==> src/hw/rtl/lssm_pkg.sv <==
package lssm_pkg;

  localparam int NVAR_DEF  = 16;
  localparam int NX_DEF    = 8;
  localparam int NSHK_DEF  = 4;

  localparam int LANES     = 4;
  localparam int LANE_BITS = 2;
  localparam int SHK_PORTS = 4;
  localparam int SHK_IW    = 2;
  localparam int GRP_W     = 4;
  localparam int ACC_W     = 56;
  localparam int Q_W       = 32;
  localparam int VIDX_W    = 5;
  localparam int CFG_IDX_W = 2;
  localparam int DRAIN_CYC = 4;

  localparam logic [1:0] OP_LOAD    = 2'd0;
  localparam logic [1:0] OP_STEP    = 2'd1;
  localparam logic [1:0] OP_RESTART = 2'd2;

  localparam logic [1:0] TBL_IMPACT = 2'd0;
  localparam logic [1:0] TBL_PROP   = 2'd1;
  localparam logic [1:0] TBL_SHARE  = 2'd2;
  localparam logic [1:0] TBL_STEADY = 2'd3;

  localparam logic [CFG_IDX_W-1:0] REG_STATE_OFFSET = 2'd0;
  localparam logic [CFG_IDX_W-1:0] REG_SHARE_SCALE  = 2'd1;
  localparam logic [CFG_IDX_W-1:0] REG_SHARE_OFFSET = 2'd2;

  typedef struct packed {
    logic             vld;
    logic             first;
    logic             last;
    logic [GRP_W-1:0] grp;
  } lane_ctl_t;

  typedef struct packed {
    logic                  vld;
    logic [GRP_W-1:0]      grp;
    logic signed [Q_W-1:0] row;
  } lane_res_t;

  function automatic logic signed [Q_W-1:0] sat32(input logic signed [63:0] x);
    logic signed [Q_W-1:0] r;
    if (x > 64'sd2147483647) begin
      r = 32'sh7fffffff;
    end else if (x < -64'sd2147483648) begin
      r = 32'sh80000000;
    end else begin
      r = x[Q_W-1:0];
    end
    return r;
  endfunction

  // Rounds a Q32.32 product to Q32.16, ties toward plus infinity.
  function automatic logic signed [47:0] qround(input logic signed [63:0] p);
    logic signed [63:0] t;
    t = p + 64'sd32768;
    return signed'(t[63:16]);
  endfunction

endpackage

==> src/hw/rtl/lssm_lane.sv <==
module lssm_lane #(
  parameter int NC  = 12,
  parameter int RPL = 4
) (
  input  logic                          clk,
  input  logic                          rst_n,
  input  lssm_pkg::lane_ctl_t           ctl,
  input  logic [$clog2(RPL*NC)-1:0]     raddr,
  input  logic signed [31:0]            opnd,
  input  logic                          cwe,
  input  logic [$clog2(RPL*NC)-1:0]     cwaddr,
  input  logic signed [31:0]            cwdata,
  input  logic                          ywe,
  input  logic [(RPL>1 ? $clog2(RPL) : 1)-1:0] ywaddr,
  input  logic signed [31:0]            ywdata,
  input  logic [(RPL>1 ? $clog2(RPL) : 1)-1:0] res_addr,
  output logic signed [31:0]            res_value,
  output lssm_pkg::lane_res_t           done
);
  import lssm_pkg::*;

  localparam int GW = (RPL > 1) ? $clog2(RPL) : 1;

  logic signed [Q_W-1:0]   cmem [RPL*NC];
  logic signed [Q_W-1:0]   ys [RPL];
  logic signed [Q_W-1:0]   res [RPL];
  logic signed [Q_W-1:0]   coef_r;
  logic signed [63:0]      prod_r;
  logic signed [ACC_W-1:0] acc_r;
  logic signed [ACC_W-1:0] acc_nxt;
  logic signed [Q_W-1:0]   row_r;
  logic signed [Q_W-1:0]   ys_r;
  lane_ctl_t               ctl1_r, ctl2_r, ctl3_r, ctl4_r;

  always_ff @(posedge clk) begin
    if (cwe) begin
      cmem[cwaddr] <= cwdata;
    end
    coef_r <= cmem[raddr];
  end

  always_ff @(posedge clk) begin
    if (ywe) begin
      ys[ywaddr] <= ywdata;
    end
  end

  always_ff @(posedge clk) begin
    if (!rst_n) begin
      ctl1_r <= '0;
      ctl2_r <= '0;
      ctl3_r <= '0;
      ctl4_r <= '0;
    end else begin
      ctl1_r <= ctl;
      ctl2_r <= ctl1_r;
      ctl3_r <= ctl2_r;
      ctl4_r <= ctl3_r;
    end
  end

  always_comb begin
    acc_nxt = (ctl2_r.first ? '0 : acc_r) + ACC_W'(qround(prod_r));
  end

  always_ff @(posedge clk) begin
    prod_r <= coef_r * opnd;
    if (ctl2_r.vld) begin
      acc_r <= acc_nxt;
    end
    if (ctl3_r.vld && ctl3_r.last) begin
      row_r <= sat32(64'(acc_r));
      ys_r  <= ys[ctl3_r.grp[GW-1:0]];
    end
    if (ctl4_r.vld && ctl4_r.last) begin
      res[ctl4_r.grp[GW-1:0]] <= sat32(64'(row_r) + 64'(ys_r));
    end
  end

  assign res_value = res[res_addr];
  assign done.vld  = ctl4_r.vld & ctl4_r.last;
  assign done.grp  = ctl4_r.grp;
  assign done.row  = row_r;

endmodule

==> config.mk <==
export PLATFORM = sky130hd
export DESIGN_NAME = lssm_lane
export DESIGN_NICKNAME = d
export VERILOG_FILES = /design/src/hw/rtl/lssm_pkg.sv /design/src/hw/rtl/lssm_lane.sv
export SDC_FILE = /design/constraint.sdc
export NUM_CORES = 2
export LEC_CHECK = 0
export ABC_CLOCK_PERIOD_IN_PS = 10000
export BUFFER_PORTS_ARGS = -buffer_cell sky130_fd_sc_hd__buf_2
export CAP_MARGIN = 10
export CORE_UTILIZATION = 50
export CTS_BUF_LIST = sky130_fd_sc_hd__clkbuf_2 sky130_fd_sc_hd__clkbuf_4 sky130_fd_sc_hd__clkbuf_8
export DETAILED_ROUTE_END_ITERATION = 16
export GPL_TIMING_DRIVEN = 1
export PLACE_DENSITY = 0.74
export SLEW_MARGIN = 20
export SYNTH_ARGS = -nofsm -noshare
export SYNTH_HDL_FRONTEND = slang
export SYNTH_SLANG_ARGS = --single-unit
==> constraint.sdc <==
create_clock -name clk -period 10 [get_ports clk]
set_clock_uncertainty 0.1 [all_clocks]
set_input_delay 2 -clock clk [delete_from_list [all_inputs] [get_ports clk]]
set_output_delay 2 -clock clk [all_outputs]
set_load 0.01 [all_outputs]
* Word-level counts from Yosys, hierarchy flattened *
Memory sizes are Yosys's and may differ from the RTL's. A register that Yosys moved wholly into a read port is not among the register bits.
Index checks and enable logic that the tools add are counted.

storage, ports and cells
  output and inout port bits = 69
  input bits = 123
  bits in registers = 178
  bits in writable memories = 1792
  memories kept = 3
  bits in latches = 0
  ROM bits = 0
  word-level logic and storage cells = 42

cells by class
  reduce and logical (&&, ||, !) cells = 2
  add/subtract/negate cells = 3
  magnitude comparators = 4
  eq/ne operators = 0
  multiplexer cells = 11
  shifts and indexed selects = 0
  multipliers = 1
  divide/modulo/power cells = 0
  bitwise logic cells = 1

memory list
  memory  depth  bits a word  rd ports  clocked after memory_dff  wr ports  RTL line         source
  cmem    48     32           1         1                         1         lssm_lane.sv:24  logic signed [Q_W-1:0] cmem [RPL*NC];
  res     4      32           1         0                         1         lssm_lane.sv:26  logic signed [Q_W-1:0] res [RPL];
  ys      4      32           1         1                         1         lssm_lane.sv:25  logic signed [Q_W-1:0] ys [RPL];

operators with widths
  cell                                                                             count
  32-bit 2-to-1 mux                                                                4
  64-bit by 17-bit adder with 64-bit output (second input constant)                1
  32-bit by 32-bit multiplier with 64-bit output                                   1
  56-bit adder                                                                     1
  56-bit by 32-bit > comparator with 1-bit output (second input constant)          1
  56-bit by 32-bit less-than comparator with 1-bit output (second input constant)  1
  56-bit 2-to-1 mux                                                                1
  32-bit by 32-bit adder with 33-bit output                                        1
  33-bit by 32-bit > comparator with 1-bit output (second input constant)          1
  33-bit by 32-bit less-than comparator with 1-bit output (second input constant)  1
  1-bit 2-to-1 mux                                                                 6
  1-bit logical AND                                                                2
  1-bit bitwise AND                                                                1

* Depth between registers and ports, before layout *
  depth in word-level cells = 5
  depth in mapped cells = 29
  mapped depth without buffers = 27

* Worst setup path before layout *
No wires, ideal clock.

  kind = input-to-reg
  from = input port opnd[5]
  to = register prod_r[62]
  data arrival time = 8.941 ns
  library setup time = 0.128 ns
  data required time = 9.772 ns
  setup slack = 0.831 ns
  buffers on the path = 1
  stages = 28
  cell sequence = clkbuf_1 > nand2_1 > inv_1 > fa_1 > inv_1 > fa_1 > inv_1 > fa_1 > fa_1 > inv_1 > fa_1 > inv_1 > fa_1 > inv_1 > fa_1 > inv_1 > fa_1 > ha_1 > a21o_1 > a21o_1 > a21oi_1 > nand2_1 > nand2_1 > nand2_1 > a21o_1 > a21oi_1 > o32a_1 > a221oi_2

on the way
  cells in the longest elaborated chain, start to end = 1

RTL lines
  item                                            RTL line         source
  start, declared                                 lssm_lane.sv:9   input logic signed [31:0] opnd,
  32-bit by 32-bit multiplier with 64-bit output  lssm_lane.sv:67  prod_r <= coef_r * opnd;
  end signal, assigned                            lssm_lane.sv:67
  end, declared                                   lssm_lane.sv:28  logic signed [63:0] prod_r;

No other way between the ends.
A chain may end at the register's enable or synchronous reset.

* Worst setup path after layout *
  from = input port opnd[9]
  to = register prod_r[62]

The elaborated chain is that of the path after synthesis.

==> summary.md <==
| Metric | Value |
|---|---|
| Io pins | 192 |
| Total Routing Usage GR | 23.6% |
| Critical Path Fanout Max | 27 |
| Max Fclk | 0.112 GHz |
| Via density per instance | 5.69 |
| DRC | 0 |
| Commonest non-fill, non-tap cell in the layout | edfxtp_1 |
| Die Y | 483 um |
| Clock sinks | 2019 |
| Setup Buffers After CTS | 0 |
| Largest net degree at the start of global routing | 113 |
| Ys flop type | edfxtp_1 |
| Reg2Reg Capture Point | prod_r[62]$_DFF_P_ |
| Yosys reg bits | 2019 |
| CTS tree | built |
| Number of buffers created by CTS | 326 |
| Post-synth EDFFs | 1912 |
| Initial DRC Count | 5379 |
| Adder-cell share of the synthesized area | 21.7% |
| Final worst-path cycle share | 89.6% |
| Clock transition at the registers of the reported paths | 0.06 ns |
| Type of the worst setup path | in2reg |
| Hold Path End | ctl3_r[4]$_SDFF_PN0_ |
| Worst hold stages | 1 |
| NumNets Final | 9465 |
| Simple-gate share of the synthesized area | 7.21% |
| Seq/Total Area, Yosys | 51.5% |
| Total length of routed wires | 268000 um |
| YS warnings | 0 |
| Worst EP required | 10.74 ns |
| Slew headroom | 22.7% |
| Post-synth ARST share | 0% |
| Crit path time final | 8.96 ns |
| Routability cong. | 0.925 |
| Status | complete, no violations |
| Cell count after synthesis | 7658 |
| Syn Area/Cell | 15.1 um^2 |
| Clock tree root driver cell | clkbuf_8 |
| # Max-Cap Violations | 0 |
| Complex-gate fraction of the synthesized area | 2.71% |
| Grt ovf | 0 |
| Post-synthesis mux area share | 10.9% |
| CP Capture Type | register |
| R2R cell count | 29 |
| Synth Net Count | 9132 |
| Antenna violations before repair | 18 |
| First-pass GRT wire length | 414000 um |
| Detail Route Antenna Nets | 0 |
| Final TNS setup | 0 ns |
| Slew Limit Fails | 0 |
| Startpoint types | primary input |
| Pre-antenna DRT Iters | 6 |
| Die X-Extent | 483 um |
| Vias in the first global route | 69960 |
| Area of the core | 230000 um^2 |
| Initial Utilization | 50.3% |
| Final hold violations | 0 |
| I/O Buffers | 191 |
| Placed wire-length estimate | 179000 um |
| DR WL/cell | 23.8 um |
| XOR/XNOR Fraction of Synth Area | 1.38% |
| CTS Buffer Depth | 4 |
| Post-CTS resize count | 0 |
| Most frequent cells in the layout | edfxtp_1 (1912), fa_1 (1083), inv_1 (1013), nand2_1 (694), mux4_2 (544) |
| Post-synth cell types | 89 |
| FF-to-FF setup slack | 1.32 ns |
| Share of layout cells above drive strength 1 | 18.6% |
| Skew-Pair Late Insertion Delay | 1.08 ns |
| Die area | 233000 um^2 |
| CP Data Arrival Time | 9.70 ns |
| DR vias | 64053 |
| RSZ-0062 raised after global routing | false |
| Main combinational cell family by area after synthesis | adder cells |
| Rows | 176 |
| Hold/Removal Path Class | reg2reg |
| Worst-margin pin slew | 1.16 ns |
| Area Overhead vs Synth | 9.80% |
| Hold_buf cts | 0 |
| Final setup vio count | 0 |
| # H-tree levels | 5 |
| Worst hold start | ctl2_r[4]$_SDFF_PN0_ |
| RR Startpoint | coef_r[7]$_DFF_P_ |
| Post-synthesis cell area | 116000 um^2 |
[sequential cells by signal, indices dropped and copies added, names as in the netlist, 6 cells and up]
name,cells
acc_r,56
cmem,1536
coef_r,32
ctl1_r,7
ctl2_r,7
ctl3_r,6
prod_r,49
res,128
row_r,32
ys,128
ys_r,32
[layout make-up]
type | instances | area, um^2
Tap cell | 3026 | 3790
Timing Repair Buffer | 376 | 2430
Clock inverter | 107 | 607
Inverter | 1013 | 3800
Antenna cell | 14 | 35.0
Sequential cell | 2019 | 59600
Fill cell | 17816 | 103000
Multi-Input combinational cell | 4255 | 51100
Clock buffer | 452 | 5550
[synth_stat cells (all sizes together), types with 6 or more instances]
cell type | number | area, um^2
o21ai | 109 | 546
o21a | 18 | 135
a211oi | 18 | 165
nand3 | 47 | 248
nor2 | 142 | 543
xnor2 | 121 | 1060
mux4 | 544 | 12300
or4 | 6 | 48.8
nor3b | 6 | 45.0
and2 | 541 | 3380
nand4 | 38 | 238
o211ai | 12 | 100
ha | 268 | 3350
a31oi | 13 | 81.3
mux2i | 35 | 350
maj3 | 6 | 60.1
dfxtp | 107 | 2140
nor4 | 11 | 75.1
nor3 | 30 | 155
a21oi | 147 | 800
xor2 | 61 | 534
nand2 | 695 | 2620
nand2b | 25 | 156
and3 | 25 | 156
inv | 1013 | 3800
o21bai | 26 | 195
clkbuf | 306 | 1150
buf | 65 | 325
and4 | 6 | 52.6
nor2b | 76 | 483
a21o | 63 | 474
o2111ai | 6 | 52.6
fa | 1083 | 21700
o31ai | 8 | 70.1
edfxtp | 1912 | 57400
[metal layers]
layer	global-route usage [%]	up-vias	wire length, um
met5	0	-	84
met1	30.9	33338	104000
met4	8.77	14	10200
met3	4.32	628	20200
met2	39.6	2723	133000
li1	-	27350	-
[per-stage QoR]
stage / std cells / utilization [%] / hold slack, ns / setup WS (ns) / area [um^2]
after floorplan: 7658 / - / 0.312 / 0.831 / 116000
after global placement: 10688 / 52.5 / 0.314 / 0.155 / 121000
after detailed placement: 10688 / 52.5 / 0.318 / 0.0579 / 121000
after CTS: 11247 / 55.2 / 0.323 / 1.14 / 127000
after global routing: 11256 / 55.2 / 0.344 / 0.696 / 127000
final: 11262 / 55.2 / 0.323 / 1.04 / 127000
[how the worst max path moves through the flow]
| stage | startpoint | slack [ns] | to |
|---|---|---|---|
| after CTS | opnd[9] | 1.14 | prod_r[62]$_DFF_P_ |
| final | opnd[9] | 1.04 | prod_r[62]$_DFF_P_ |
| after global placement | opnd[9] | 0.16 | prod_r[62]$_DFF_P_ |
| after global routing | opnd[9] | 0.70 | prod_r[62]$_DFF_P_ |
| after floorplan | opnd[5] | 0.83 | prod_r[62]$_DFF_P_ |
| after detailed placement | opnd[9] | 0.06 | prod_r[62]$_DFF_P_ |
[critical path, stage by stage]
cell,delay (ns)
buf_2,0.52
buf_4,0.26
nand2_1,0.09
fa_1,0.64
inv_1,0.11
fa_1,0.64
inv_1,0.24
fa_1,0.55
inv_1,0.26
fa_1,0.50
fa_1,0.51
fa_1,0.49
inv_1,0.05
fa_1,0.48
inv_1,0.06
fa_1,0.46
ha_1,0.35
a21o_1,0.20
a21o_1,0.18
a21oi_1,0.18
nand2_1,0.09
nand2_1,0.09
nand2_1,0.06
a21o_1,0.17
a21oi_1,0.20
o32a_1,0.23
a221oi_2,0.07
[logic make-up (layout without fill, tap and decap cells)]
group,after synthesis,count (layout)
adders and majority gates,1357,1357
buffers and inverters,1384,1948
xor gates and xnor gates,182,182
DFF,2019,2019
AOI/OAI and AO/OA,471,471
muxes,579,579
other,0,14
and+or+nand+nor,1666,1666
Power is left out: the tool's default activity adds up to more than one toggle a clock period on the data nets, which glitch-free logic cannot reach.
